File: src/rtl/isbf_pkg.sv
// isbf_pkg: shared constants and types for the imu sample to body frame block
// no dependencies; used by every module under rtl/
`default_nettype none

package isbf_pkg;

  // fixed point formats
  localparam int COEF_FRAC_BITS = 16;
  localparam int OUT_FRAC_BITS  = 16;
  localparam int VEC_FRAC       = 24;
  localparam int COEF_W         = 18;
  localparam int ROW_W          = 3 * COEF_W;

  localparam int RAW_W      = 16;
  localparam int BIAS_W     = 24;
  localparam int BIAS_FRAC  = 8;
  localparam int GDIFF_W    = RAW_W + BIAS_FRAC + 1;
  localparam int GYRO_K_W   = 22;
  localparam int ACCEL_K_W  = 23;
  localparam int GPROD_W    = GDIFF_W + GYRO_K_W;
  localparam int APROD_W    = RAW_W + ACCEL_K_W;
  localparam int GYRO_SH    = 40 - VEC_FRAC;
  localparam int ACCEL_SH   = 32 - VEC_FRAC;

  // scaled axis values fit 30 signed bits, one more leaves room for negation
  localparam int VEC_W  = 31;
  localparam int PROD_W = COEF_W + VEC_W;
  localparam int ACC_W  = PROD_W + 2;
  localparam int RND_SH = VEC_FRAC + COEF_FRAC_BITS - OUT_FRAC_BITS;

  localparam int GYRO_OUT_W  = 22;
  localparam int ACCEL_OUT_W = 24;
  localparam int TEMP_W      = 17;

  // rad/s and m/s^2 per lsb, scaled by 2^32
  localparam logic signed [GYRO_K_W-1:0]  GYRO_K  = GYRO_K_W'(1311823);
  localparam logic signed [ACCEL_K_W-1:0] ACCEL_K = ACCEL_K_W'(2569274);
  localparam logic signed [TEMP_W-1:0]    TEMP_OFS = TEMP_W'(6400);

  localparam logic signed [GPROD_W-1:0] GYRO_HALF  = GPROD_W'(1) <<< (GYRO_SH - 1);
  localparam logic signed [APROD_W-1:0] ACCEL_HALF = APROD_W'(1) <<< (ACCEL_SH - 1);
  localparam logic signed [ACC_W-1:0]   ROT_HALF   = ACC_W'(1) <<< (RND_SH - 1);

  // identity diagonal, limited to the largest positive coefficient
  localparam longint DIAG_FULL = longint'(1) << COEF_FRAC_BITS;
  localparam longint COEF_MAX  = (longint'(1) << (COEF_W - 1)) - 1;
  localparam logic [COEF_W-1:0] DIAG =
    COEF_W'((DIAG_FULL > COEF_MAX) ? COEF_MAX : DIAG_FULL);

  localparam logic [ROW_W-1:0] ROW0_RST = {{(2*COEF_W){1'b0}}, DIAG};
  localparam logic [ROW_W-1:0] ROW1_RST = {{COEF_W{1'b0}}, DIAG, {COEF_W{1'b0}}};
  localparam logic [ROW_W-1:0] ROW2_RST = {DIAG, {(2*COEF_W){1'b0}}};

  typedef enum logic [2:0] {
    CFG_BIAS_X = 3'd0,
    CFG_BIAS_Y = 3'd1,
    CFG_BIAS_Z = 3'd2,
    CFG_ROW0   = 3'd3,
    CFG_ROW1   = 3'd4,
    CFG_ROW2   = 3'd5
  } cfg_idx_t;

  typedef logic signed [VEC_W-1:0] vec_el_t;
  typedef logic signed [ACC_W-1:0] acc_t;

  // one sensor axis after gyro bias removal and scaling, Q.24
  typedef struct packed {
    logic signed [VEC_W-1:0] gyro;
    logic signed [VEC_W-1:0] accel;
  } axis_res_t;

  // control travelling alongside the datapath
  typedef struct packed {
    logic                     valid;
    logic signed [TEMP_W-1:0] temp;
  } mctl_t;

endpackage

`default_nettype wire

File: src/rtl/isbf_axis_lane.sv
// isbf_axis_lane: one sensor axis, gyro bias removal and scaling of gyro and accel
// depends on isbf_pkg
`default_nettype none

module isbf_axis_lane (
  input  wire logic                                 clk,
  input  wire logic signed [isbf_pkg::RAW_W-1:0]    gyro_raw,
  input  wire logic signed [isbf_pkg::RAW_W-1:0]    accel_raw,
  input  wire logic signed [isbf_pkg::BIAS_W-1:0]   bias,
  output isbf_pkg::axis_res_t                       res
);

  logic signed [isbf_pkg::GDIFF_W-1:0] gdiff_r, gdiff_nxt;
  logic signed [isbf_pkg::RAW_W-1:0]   araw_r;
  logic signed [isbf_pkg::GPROD_W-1:0] gprod_r, gprod_nxt, gsum;
  logic signed [isbf_pkg::APROD_W-1:0] aprod_r, aprod_nxt, asum;
  isbf_pkg::axis_res_t                 res_r, res_nxt;

  // raw in Q.8 minus bias
  assign gdiff_nxt = isbf_pkg::GDIFF_W'($signed({gyro_raw, {isbf_pkg::BIAS_FRAC{1'b0}}}))
                   - isbf_pkg::GDIFF_W'(bias);
  assign gprod_nxt = gdiff_r * isbf_pkg::GYRO_K;
  assign aprod_nxt = araw_r * isbf_pkg::ACCEL_K;

  // round half up, then drop to Q.24
  assign gsum = gprod_r + isbf_pkg::GYRO_HALF;
  assign asum = aprod_r + isbf_pkg::ACCEL_HALF;
  assign res_nxt.gyro  = gsum[isbf_pkg::GYRO_SH +: isbf_pkg::VEC_W];
  assign res_nxt.accel = asum[isbf_pkg::ACCEL_SH +: isbf_pkg::VEC_W];

  always_ff @(posedge clk) begin
    gdiff_r <= gdiff_nxt;
    araw_r  <= accel_raw;
    gprod_r <= gprod_nxt;
    aprod_r <= aprod_nxt;
    res_r   <= res_nxt;
  end

  assign res = res_r;

endmodule

`default_nettype wire

File: config.mk
export PLATFORM = sky130hd
export DESIGN_NAME = isbf_axis_lane
export DESIGN_NICKNAME = d
export VERILOG_FILES = /design/src/rtl/isbf_pkg.sv /design/src/rtl/isbf_axis_lane.sv
export SDC_FILE = /design/constraint.sdc
export NUM_CORES = 1
export LEC_CHECK = 0
export BUFFER_PORTS_ARGS = -buffer_cell sky130_fd_sc_hd__buf_4
export CAP_MARGIN = 25
export CORE_UTILIZATION = 57
export DETAILED_ROUTE_END_ITERATION = 7
export GPL_ROUTABILITY_DRIVEN = 0
export PLACE_DENSITY = 0.79
export REMOVE_ABC_BUFFERS = 1
export SYNTH_ARGS = -nofsm -noshare
export SYNTH_HDL_FRONTEND = slang
export SYNTH_SLANG_ARGS = --single-unit
File: constraint.sdc
create_clock -name clk -period 7 [get_ports clk]
set_input_delay 0.35 -clock clk [delete_from_list [all_inputs] [get_ports clk]]
set_output_delay 0.35 -clock clk [all_outputs]
set_load 0.02 [all_outputs]
# == Word level (Yosys, flattened, before mapping) ==
# Cells that the tools add are included.
# op_classes
n_addsub,3
n_mul,2
# op_table
operator,count
adder 47 x 17 -> 47 bit (second input constant),1
multiplier 25 x 22 -> 47 bit (second input constant),1
adder 39 x 9 -> 39 bit (second input constant),1
multiplier 16 x 22 -> 38 bit (second input constant),1
subtractor 24 x 24 -> 25 bit,1
# totals
inputBits,57
word_cells,11
out_inout_bits,62
regBits,188

# == Depth between registers and ports, before layout ==
# depth
word_depth,1
depth_mapped,24
depth_no_buf,23

# == Least setup slack after synthesis ==
# No wires, ideal clock.
# synth_path
kind,register to register
startpoint,reg gdiff_r[24] in the netlist's numbering
endpoint,reg gprod_r[40] in the netlist's numbering
path_buffers,3
arrival_ns,7.053
path_stages_with_launch,23
slack_ns,-0.181
required_time_ns,6.872
setup_time_ns,0.128
synth_period_minus_slack_ns,7.181
cell_sequence,dfxtp_1 -> clkbuf_1 -> inv_1 -> clkbuf_1 -> fa_1 -> inv_1 -> ha_1 -> ha_1 -> fa_1 -> fa_1 -> inv_1 -> fa_1 -> inv_1 -> ha_1 -> clkbuf_1 -> a21o_1 -> a21o_1 -> a21oi_1 -> o31ai_1 -> a21boi_2 -> o21ai_1 -> a311o_1 -> xor2_1
# synth_via
elab_chain_len,1
# synth_rtl
element,line,rtl
"start, declared",isbf_axis_lane.sv:13,"logic signed [isbf_pkg::GDIFF_W-1:0] gdiff_r, gdiff_nxt;"
"start signal, assigned",isbf_axis_lane.sv:32,gdiff_r <= gdiff_nxt;
multiplier 25 x 22 -> 47 bit,isbf_axis_lane.sv:22,assign gprod_nxt = gdiff_r * isbf_pkg::GYRO_K;
"net gprod_nxt, one bit",isbf_axis_lane.sv:15,"logic signed [isbf_pkg::GPROD_W-1:0] gprod_r, gprod_nxt, gsum;"
"end signal, assigned",isbf_axis_lane.sv:34,gprod_r <= gprod_nxt;
"end, declared",isbf_axis_lane.sv:15,
# The timed path passes the listed nets, and every way through them passes these cells.

# == Worst setup path after layout ==
# layout_path
startpoint,reg gdiff_r[19] in the netlist's numbering
endpoint,reg gprod_r[40] in the netlist's numbering
# Same word-level chain as after synthesis.

==> run metrics <==
status finished, final reports clean; fraction of registers with async set/reset 0%; Port Buffers about 120; R2R depth 21; largest net degree at the start of global routing 28; CTS tree yes; slew at the pin with the worst max-slew slack 733.3 ps; Final Util 65.16%; Filler cells 2,531; vias per cell 5.277; Ant. Diodes 0; unrepaired setup endpoints after global routing false; Clock Path Buffers 2; H-tree Lvls 4; Clock Skew 18.98 ps; post-DP HPWL 34.16 mm; Crit. Startpoint gdiff_r[19]; Yosys top cell by area fa_1; critical path arrival 6850 ps; MaxCap Viol Count 0; clk slew on worst S/H paths 80 ps; kind of critical path flip-flop to flip-flop; most common cell in the netlist inv_1; CP peak stage delay around 540 ps; WL final 40.08 mm; synth cell count leaders inv_1 (467), ha_1 (367), fa_1 (244), dfxtp_1 (167), xnor2_1 (125); Final setup viols 0; die height approximately 180 µm; Worst Hold Class input port to flip-flop; Bufs and invs on worst path 4; initial antenna violation count 0; DRT antenna net count 0; Pins Over Slew Limit 0; Hold Path End gdiff_r[0]; setup bufs post-CTS 0; Crit-path slowest cell fa_1; crit-path leading delay family adder cells; # clock sinks 167; Post-Syn Area per Cell 9.870 µm²; Critical Path RT 7330 ps; Worst path most repeated cell fa_1; total global-route track usage ~25%; Vias 13,380; critical hold path startpoint bias[0]; clk_lat worst skew 460 ps; DIE WIDTH 185.0 µm; Relative slew margins 51.11%; Tcrit/Tclk final between 90 and 100%; synth unique cells 65; Total Die Area between 30,000 and 40,000 µm²; core region area between 30,000 and 40,000 µm²; Cells after Synth 1,934; FMAX 153.3 MHz; number of flops mapped to enable cells by yosys 0; FF/Latch Area 3344 µm²; cell area after synthesis approximately 19,000 µm²; Primary FF master, synth dfxtp_1; register area share after synthesis 17.51%; Synth area leaders fa_1 (26%), ha_1 (24%), dfxtp_1 (18%), inv_1 (9.2%), xnor2_1 (5.7%); post-DR wirelength/cell between 15 and 20 µm; Resized cells post-CTS 0; FP Rows 66; crit end category flip-flop; CP Max Fanout 7; Final Hold Viols 0; r2r setup slk 480 ps; area delta synth->final 11.63%; # DRC 0; Worst setup SP type flip-flop; Pre-Repair DR Iteration Count 7; Tmin final 6525 ps; reg-to-reg startpoint gdiff_r[19]; starting DRC count in detailed routing 704; Multi-input gate area about 14,000 µm²; layout cells sized above 1 8.935%; Final TNS setup 0 ps; area share of the largest cell type after synthesis 25.59%; CTS root buf clkbuf_16; Final nets between 2,000 and 3,000; CTS Buf Count 17; flops & latches, synth 167; first-pass GRT wire length 66.38 mm; critical path, cell by cell inv_1 > fa_1 > fa_1 > inv_1 > ha_1 > ha_1 > fa_1 > fa_1 > inv_1 > fa_1 > inv_1 > ha_1 > a21o_1 > o21bai_1 > a2111oi_2 > o311a_1 > o31ai_1 > a21boi_2 > o21ai_1 > a311o_1 > xor2_1; r2r endpoint gprod_r[40]; IO Pins roughly 120; Initial Util 58.37%; Hold Path Depth 1; number of global-route vias before repair 13,970; total grt overflow 0; synth warn 0
[cell families after synthesis]
group / Yosys count / synth area share [%]
adder cells (fa/ha/maj): 611 / 49.65
buffers and inverters: 482 / 9.485
AND/OR/NAND/NOR: 271 / 7.309
AO/OA/AOI/OAI: 240 / 8.567
flip-flops: 167 / 17.51
XOR/XNOR: 163 / 7.479
[timing repair]
item                                    4_1_cts  5_1_grt
hold buffers                                 16        0
endpoints found under the hold margin        16        0
endpoints found under the setup margin        0        0
[routing by layer]
layer / up-vias / part of all wire, % / GRT usage [%]
met2: 369 / 52 / 46.03
met3: 99 / 4.9 / 4.208
li1: 6509 / - / -
met4: 0 / 3.9 / 10.74
met5: - / 0 / 0
met1: 6401 / 39 / 28.36
[stage by stage]
| step | setup slack, ps | cell area [µm²] | cells | hold slack [ps] |
|---|---|---|---|---|
| 3_3_place_gp | 675.3 | 20530 | 2487 | 417.0 |
| 5_1_grt | 206.9 | 21310 | 2535 | 6.302 |
| 4_1_cts | 510.3 | 21310 | 2535 | 7.855 |
| 3_5_place_dp | 533.1 | 20530 | 2487 | 420.0 |
| 2_1_floorplan | -608.4 | 19030 | 1919 | 377.7 |
| 6_report | 475.2 | 21310 | 2535 | 23.65 |
[sequential cells by signal, summed over array words and instances, names as in the netlist]
signal / flops
aprod_r: 32
res: 62
araw_r: 16
gprod_r: 32
gdiff_r: 25
[worst reg2reg max path: stages (launching register included)]
cell	delay [ps]
dfxtp_1	460
inv_1	190
fa_1	530
fa_1	510
inv_1	40
ha_1	270
ha_1	310
fa_1	470
fa_1	540
inv_1	50
fa_1	530
inv_1	50
ha_1	390
a21o_1	200
o21bai_1	170
a2111oi_2	360
o311a_1	290
o31ai_1	150
a21boi_2	260
o21ai_1	110
a311o_1	350
xor2_1	150
[layout make-up]
type	instances	share of cell area, %
sequential	167	15.70
clock inverter	15	0.8984
tap	442	2.595
clock buffer	17	1.996
inverter	467	8.227
multi-input combinational	1285	65.40
timing repair buffer	142	5.191
[worst max-delay path by stage]
| stage | endpoint | cells past startpoint | slack, ps |
|---|---|---|---|
| 3_3_place_gp | gprod_r[40] | 21 | 680 |
| 4_1_cts | gprod_r[40] | 21 | 510 |
| 6_report | gprod_r[40] | 21 | 480 |
| 5_1_grt | gprod_r[40] | 21 | 210 |
| 3_5_place_dp | gprod_r[40] | 21 | 530 |
| 2_1_floorplan | gprod_r[40] | 19 | -610 |
[layout by cell type (no fill, tap or decap), types with 3 or more instances in the layout]
cell type      instances
inv_1                467
ha_1                 367
fa_1                 244
dfxtp_1              166
buf_4                126
xnor2_1              125
a21oi_1               65
nand2_1               63
nand3_1               52
nor2_1                45
a21o_1                43
o21ai_0               42
xor2_1                38
nand4_1               29
and3_1                21
clkbuf_16             17
o21bai_1              16
dlygate4sd3_1         16
a31oi_1               12
nor3_1                11
and2_1                10
and4_1                10
nor2b_1                9
o21a_1                 7
a211oi_1               7
or2_2                  6
clkinv_8               6
inv_6                  5
o22ai_1                3
a221oi_1               3
o31ai_1                3
o221a_2                3
nand2b_1               3
a41oi_1                3
nand3b_1               3
inv_8                  3
Power is left out: the tool's default activity adds up to more than one toggle a clock period on the data nets, which glitch-free logic cannot reach.
