`src/rtl/isbf_pkg.sv`:
```
// isbf_pkg: shared constants and types for the imu sample to body frame block
// no dependencies; used by every module under rtl/
`default_nettype none

package isbf_pkg;

  // fixed point formats
  localparam int COEF_FRAC_BITS = 16;
  localparam int OUT_FRAC_BITS  = 16;
  localparam int VEC_FRAC       = 24;
  localparam int COEF_W         = 18;
  localparam int ROW_W          = 3 * COEF_W;

  localparam int RAW_W      = 16;
  localparam int BIAS_W     = 24;
  localparam int BIAS_FRAC  = 8;
  localparam int GDIFF_W    = RAW_W + BIAS_FRAC + 1;
  localparam int GYRO_K_W   = 22;
  localparam int ACCEL_K_W  = 23;
  localparam int GPROD_W    = GDIFF_W + GYRO_K_W;
  localparam int APROD_W    = RAW_W + ACCEL_K_W;
  localparam int GYRO_SH    = 40 - VEC_FRAC;
  localparam int ACCEL_SH   = 32 - VEC_FRAC;

  // scaled axis values fit 30 signed bits, one more leaves room for negation
  localparam int VEC_W  = 31;
  localparam int PROD_W = COEF_W + VEC_W;
  localparam int ACC_W  = PROD_W + 2;
  localparam int RND_SH = VEC_FRAC + COEF_FRAC_BITS - OUT_FRAC_BITS;

  localparam int GYRO_OUT_W  = 22;
  localparam int ACCEL_OUT_W = 24;
  localparam int TEMP_W      = 17;

  // rad/s and m/s^2 per lsb, scaled by 2^32
  localparam logic signed [GYRO_K_W-1:0]  GYRO_K  = GYRO_K_W'(1311823);
  localparam logic signed [ACCEL_K_W-1:0] ACCEL_K = ACCEL_K_W'(2569274);
  localparam logic signed [TEMP_W-1:0]    TEMP_OFS = TEMP_W'(6400);

  localparam logic signed [GPROD_W-1:0] GYRO_HALF  = GPROD_W'(1) <<< (GYRO_SH - 1);
  localparam logic signed [APROD_W-1:0] ACCEL_HALF = APROD_W'(1) <<< (ACCEL_SH - 1);
  localparam logic signed [ACC_W-1:0]   ROT_HALF   = ACC_W'(1) <<< (RND_SH - 1);

  // identity diagonal, limited to the largest positive coefficient
  localparam longint DIAG_FULL = longint'(1) << COEF_FRAC_BITS;
  localparam longint COEF_MAX  = (longint'(1) << (COEF_W - 1)) - 1;
  localparam logic [COEF_W-1:0] DIAG =
    COEF_W'((DIAG_FULL > COEF_MAX) ? COEF_MAX : DIAG_FULL);

  localparam logic [ROW_W-1:0] ROW0_RST = {{(2*COEF_W){1'b0}}, DIAG};
  localparam logic [ROW_W-1:0] ROW1_RST = {{COEF_W{1'b0}}, DIAG, {COEF_W{1'b0}}};
  localparam logic [ROW_W-1:0] ROW2_RST = {DIAG, {(2*COEF_W){1'b0}}};

  typedef enum logic [2:0] {
    CFG_BIAS_X = 3'd0,
    CFG_BIAS_Y = 3'd1,
    CFG_BIAS_Z = 3'd2,
    CFG_ROW0   = 3'd3,
    CFG_ROW1   = 3'd4,
    CFG_ROW2   = 3'd5
  } cfg_idx_t;

  typedef logic signed [VEC_W-1:0] vec_el_t;
  typedef logic signed [ACC_W-1:0] acc_t;

  // one sensor axis after gyro bias removal and scaling, Q.24
  typedef struct packed {
    logic signed [VEC_W-1:0] gyro;
    logic signed [VEC_W-1:0] accel;
  } axis_res_t;

  // control travelling alongside the datapath
  typedef struct packed {
    logic                     valid;
    logic signed [TEMP_W-1:0] temp;
  } mctl_t;

endpackage

`default_nettype wire

```
`src/rtl/isbf_out_merge.sv`:
```
// isbf_out_merge: gathers the row lane sums, saturates them and registers the result
// depends on isbf_pkg
`default_nettype none

module isbf_out_merge (
  input  wire logic                                      clk,
  input  wire logic                                      rst_n,
  input  wire isbf_pkg::mctl_t                           ctl,
  input  wire isbf_pkg::acc_t                            gyro_acc [3],
  input  wire isbf_pkg::acc_t                            accel_acc [3],
  output logic                                           strobe,
  output logic signed [isbf_pkg::GYRO_OUT_W-1:0]         gyro_out [3],
  output logic signed [isbf_pkg::ACCEL_OUT_W-1:0]        accel_out [3],
  output logic signed [isbf_pkg::TEMP_W-1:0]             temp_out
);

  localparam isbf_pkg::acc_t G_MAX =
    isbf_pkg::ACC_W'((longint'(1) << (isbf_pkg::GYRO_OUT_W - 1)) - 1);
  localparam isbf_pkg::acc_t G_MIN = -G_MAX - isbf_pkg::ACC_W'(1);
  localparam isbf_pkg::acc_t A_MAX =
    isbf_pkg::ACC_W'((longint'(1) << (isbf_pkg::ACCEL_OUT_W - 1)) - 1);
  localparam isbf_pkg::acc_t A_MIN = -A_MAX - isbf_pkg::ACC_W'(1);

  logic                                    strobe_r;
  logic signed [isbf_pkg::GYRO_OUT_W-1:0]  gyro_r [3];
  logic signed [isbf_pkg::ACCEL_OUT_W-1:0] accel_r [3];
  logic signed [isbf_pkg::TEMP_W-1:0]      temp_r;
  isbf_pkg::acc_t                          gclip [3];
  isbf_pkg::acc_t                          aclip [3];

  always_comb begin
    for (int i = 0; i < 3; i++) begin
      if (gyro_acc[i] > G_MAX) begin
        gclip[i] = G_MAX;
      end else if (gyro_acc[i] < G_MIN) begin
        gclip[i] = G_MIN;
      end else begin
        gclip[i] = gyro_acc[i];
      end
      if (accel_acc[i] > A_MAX) begin
        aclip[i] = A_MAX;
      end else if (accel_acc[i] < A_MIN) begin
        aclip[i] = A_MIN;
      end else begin
        aclip[i] = accel_acc[i];
      end
    end
  end

  always_ff @(posedge clk) begin
    for (int i = 0; i < 3; i++) begin
      gyro_r[i]  <= gclip[i][isbf_pkg::GYRO_OUT_W-1:0];
      accel_r[i] <= aclip[i][isbf_pkg::ACCEL_OUT_W-1:0];
    end
    temp_r <= ctl.temp;
    if (!rst_n) begin
      strobe_r <= 1'b0;
    end else begin
      strobe_r <= ctl.valid;
    end
  end

  assign strobe    = strobe_r;
  assign gyro_out  = gyro_r;
  assign accel_out = accel_r;
  assign temp_out  = temp_r;

endmodule

`default_nettype wire

```
`config.mk`:
```
export PLATFORM = sky130hd
export DESIGN_NAME = isbf_out_merge
export DESIGN_NICKNAME = d
export VERILOG_FILES = /design/src/rtl/isbf_pkg.sv /design/src/rtl/isbf_out_merge.sv
export SDC_FILE = /design/constraint.sdc
export NUM_CORES = 1
export LEC_CHECK = 0
export BUFFER_PORTS_ARGS = -buffer_cell sky130_fd_sc_hd__clkbuf_2
export CAP_MARGIN = 20
export CORE_AREA = 2 2 187 189
export CTS_BUF_LIST = sky130_fd_sc_hd__clkbuf_8
export DETAILED_ROUTE_END_ITERATION = 7
export DIE_AREA = 0 0 189 191
export PLACE_DENSITY = 0.53
export SLEW_MARGIN = 20
export SYNTH_ARGS = -nofsm -noshare
export SYNTH_HDL_FRONTEND = slang
export SYNTH_SLANG_ARGS = --single-unit
```
`constraint.sdc`:
```
create_clock -name clk -period 4.8 [get_ports clk]
set_input_delay 0.96 -clock clk [delete_from_list [all_inputs] [get_ports clk]]
set_output_delay 0.96 -clock clk [all_outputs]
set_load 0.03 [all_outputs]
```
### Word-level counts from Yosys, hierarchy flattened

Cells that the tools add are included.

| word-level totals | value |
|---|---|
| bits in registers | 156 |
| latch bits | 0 |
| bits in writable memories | 0 |
| bits in read-only memories | 0 |
| input bits | 326 |
| output and inout bits | 156 |
| word-level logic and storage cells | 26 |
| memories | 0 |

| cells by class | value |
|---|---|
| add/subtract/negate cells | 0 |
| multipliers | 0 |
| div/mod/pow operators | 0 |
| magnitude comparators | 12 |
| equal/unequal tests | 0 |
| shifts and indexed selects | 0 |
| muxes and demuxes | 6 |
| bitwise gates (word level) | 0 |
| reductions and logical operators | 0 |

Operators by type and width:

| operator | count |
|---|---|
| $gt A51 B22 Y1 const B | 3 |
| $gt A51 B24 Y1 const B | 3 |
| $lt A51 B22 Y1 const B | 3 |
| $lt A51 B24 Y1 const B | 3 |
| $mux W24 | 3 |
| $mux W22 | 3 |

### Longest topological paths before layout

| depth | value |
|---|---|
| word-level depth | 2 |
| mapped depth | 6 |
| depth with buffers taken out | 4 |

### Worst setup path after synthesis

Ideal clock, no wire load.

| path | value |
|---|---|
| path type | input to register |
| start | input port gyro_acc[130] (netlist bit) |
| end | register gyro_r (netlist bit gyro_out[55]) |
| setup time | 0.071 ns |
| arrival | 2.290 ns |
| data required time | 4.729 ns |
| slack | 2.439 ns |
| stages | 5 |
| cell sequence | nand4_1 > or4_4 > nor4_4 > buf_6 > o2bb2ai_1 |

| on the way | value |
|---|---|
| longest elaborated chain between the ends | 2 |
| elaborated cells on any way between the ends | 3 |

RTL lines:

| what | RTL line | RTL |
|---|---|---|
| start: declaration | isbf_out_merge.sv:9 | `input wire isbf_pkg::acc_t gyro_acc [3],` |
| $lt A51 B22 Y1 | isbf_out_merge.sv:35 | `end else if (gyro_acc[i] < G_MIN) begin` |
| $mux W22 | isbf_out_merge.sv:35 |  |
| end signal: indexed assignment | isbf_out_merge.sv:52 | `gyro_r[i] <= gclip[i][isbf_pkg::GYRO_OUT_W-1:0];` |
| end: declaration | isbf_out_merge.sv:25 | `logic signed [isbf_pkg::GYRO_OUT_W-1:0] gyro_r [3];` |

Several ways; a longest one is shown, not always the timed one.
A chain may end at the register's enable or synchronous reset.

### Final worst setup path

| path | value |
|---|---|
| start | input port gyro_acc[90] (netlist bit) |
| end | register gyro_r (netlist bit gyro_out[30]) |

Same word-level chain as after synthesis.

==> impl_results.md <==
* Outcome: finished, final reports clean
* Yosys reg bits at 156
* Drt via density at 4.44
* Cell Area, Synth at 6140 µm²
* Initial DRC Count at 331
* CP max stage delay at 0.82 ns
* Final core utilization at 27.5%
* Clock Sinks at 156
* Die ar. at 36100 µm²
* Simple-gate area share of the yosys netlist at 25.6%
* Synthesized area per cell at 9.93 µm²
* Worst path slowest cell: nand4_1
* Sw frac at 29.6%
* Initial core utilization at 18.0%
* Slew Viols, Final at 0
* EDFF count, synth at 0
* Multiplexer area fraction after synthesis at 0%
* Final Non-Filler Cells at 1542
* Post-synth top flop: dfxtp_1
* CP Launch Type: input pin
* Area grow syn2layout at 52.9%
* Max_cap viols at 0
* Compound-cell area share of the yosys netlist at 18.8%
* Fin. Hold Viols at 0
* Synth warn at 0
* TritonCTS clock tree: yes
* Share of the clock period used by the worst path at 55.7%
* PortBufs at 481
* Slew headroom at 35.4%
* Die Span Y at 191 µm
* Initial antenna violation count at 2
* Cell count after synthesis at 618
* # IOs at 482
* Cells after DPL at 1505
* Largest family of logic cells by synthesized area: simple AND/OR/NAND/NOR gates
* CTS clock-pin slew for the worst setup and hold paths at 0.09 ns
* Cell Rows at 68
* Postcts setup bufs at 0
* First-pass GRT wire length at 37900 µm
* Total Neg Setup Slack at 0 ns
* Post-Synth Adder-Cell Area at 0%
* Nets@finish at 1398
* Crit end category: register
* Post-DP Area at 8920 µm²
* Syn Nets at 944
* Setup violations, final at 0
* Hold_ws at 0.573 ns
* Hold Startpoint: ctl[6]
* Core area at 34100 µm²
* Remaining antenna violation count at 0
* RSZ-0062 raised after global routing: no
* Power share of the combinational group at 16.0%
* Final wirelength at 25600 µm
* Critical Path Fanout Max at 21
* Min cycle time layout at 2.67 ns
* Die W at 189 µm
* DR DRC count at 0
* DR vias at 6847
* Leakage at 4.10 nW
* XOR/XNOR share of the synthesized area at 0%
* Clock Tree Buf Depth at 2
* TritonCTS Buffers at 17
* CTS HTree Levels at 4
* Routability cong. at 0.913
* WL/cell at 16.6 µm
* Cell internal pwr at 2.06 mW
* Hold Buf Count CTS at 0
* Clock Tree Root: clkbuf_8
* Remaining Overflow, GRT at 0
* Post-route cell area at 9380 µm²
* Hpwl dp at 19800 µm
* WP data required at 5.14 ns
* Crit path DAT at 3.01 ns
* Worst-margin pin slew at 0.966 ns
* Sequential Power Share at 47.3%
* Maximum vdd drop at 0.154 mV
* FFs w/ async S/R, synth at 0%
* DR pass1 iterations at 5
* Clock share of power at 36.7%
* Largest net degree at the start of global routing at 26
* Critical path launch point: gyro_acc[90]
* Post-CTS resize count at 0
* Net load switching power at 0.868 mW
* All-Layer GR Usage at 13.7%
* CP Cell Sequence: clkbuf_2 > or4_1 > nor3_1 > nand4_1 > a2bb2oi_1
* Crit Path Class: in -> reg
* Post-synthesis sequential area ratio at 50.9%
* Distinct cells, synth at 22
* Share of cells above drive strength 1 at 49.3%
* Cell Pwr Density at 312 nW/µm²
* Vias in the first global route at 6798
* HP Class: in -> reg
* Fmax achieved at 374 MHz
[flip-flops by register name, summed over array words and instances (netlist names)]
name       flops
strobe         1
accel_out     72
gyro_out      66
temp_out      17
[worst max-delay path: cells and delay by family]
kind / cells / cell delay (ns)
AO/OA/AOI/OAI: 1 / 0.37
buffers and inverters: 1 / 0.09
AND/OR/NAND/NOR: 3 / 1.59
[Yosys cell counts, drive strengths merged (2+ instances only)]
library cell | number | area, µm²
a2bb2oi | 21 | 184
and2 | 3 | 18.8
and3 | 21 | 131
and4 | 2 | 17.5
buf | 7 | 78.8
clkbuf | 51 | 191
dfxtp | 156 | 3120
inv | 5 | 18.8
nand2 | 2 | 7.51
nand3 | 28 | 140
nand4 | 45 | 288
nor2 | 4 | 15.0
nor3 | 109 | 546
nor4 | 46 | 348
o22ai | 5 | 31.3
o2bb2ai | 106 | 928
or4 | 5 | 52.6
[routing by layer]
layer	vias up	GRT usage, %	wire length (µm)
li1	3369	-	-
met1	3120	15.6	10300
met2	323	23.0	12500
met3	35	4.53	2080
met4	0	6.82	738
met5	-	0	0
[worst paths after layout]
| kind | to | slack (ns) | depth (start not counted) |
|---|---|---|---|
| setup / recovery | gyro_out[30] | 2.13 | 5 |
| hold / removal | temp_out[6] | 0.57 | 1 |
[placed cells by master, fill, tap and decap left out, types with 5 or more instances in the layout]
| master | count |
|---|---|
| inv_1 | 7 |
| o2bb2ai_1 | 106 |
| a2bb2oi_1 | 21 |
| clkbuf_2 | 481 |
| and3_1 | 21 |
| dfxtp_1 | 156 |
| clkbuf_8 | 18 |
| o22ai_1 | 5 |
| nand4_1 | 44 |
| nor3_1 | 109 |
| buf_4 | 8 |
| nor4_1 | 41 |
| nand3_1 | 27 |
[final cells by class]
class	count	area, µm²
Clock inverter	14	171
Timing Repair Buffer	493	2510
Fill cell	3730	24700
Clock buffer	18	248
Sequential cell	156	3120
Multi-Input combinational cell	399	2740
Inverter	5	18.8
Tap cell	455	569
Antenna cell	2	5.00
[logic make-up after synthesis]
family	after synthesis
buffers and inverters	63
flip-flops	156
AND/OR/NAND/NOR	266
AO/OA/AOI/OAI	133
[per-stage QoR]
step                setup slack (ns)  power, mW
finish                          2.13       2.93
global route                    1.94       3.08
CTS                             2.00       3.00
detailed placement              1.47       1.89
global placement                1.52       1.88
floorplan                       2.44       1.62
[power by group through the flow]
stage	Combinational [mW]	Clock, mW	Sequential [mW]
after detailed placement	0.471	0	1.42
after CTS	0.472	1.14	1.39
after global placement	0.466	0	1.42
after floorplan	0.0641	0	1.56
final	0.469	1.08	1.39
after global routing	0.503	1.19	1.39
Power figures use the tool's default switching activity.
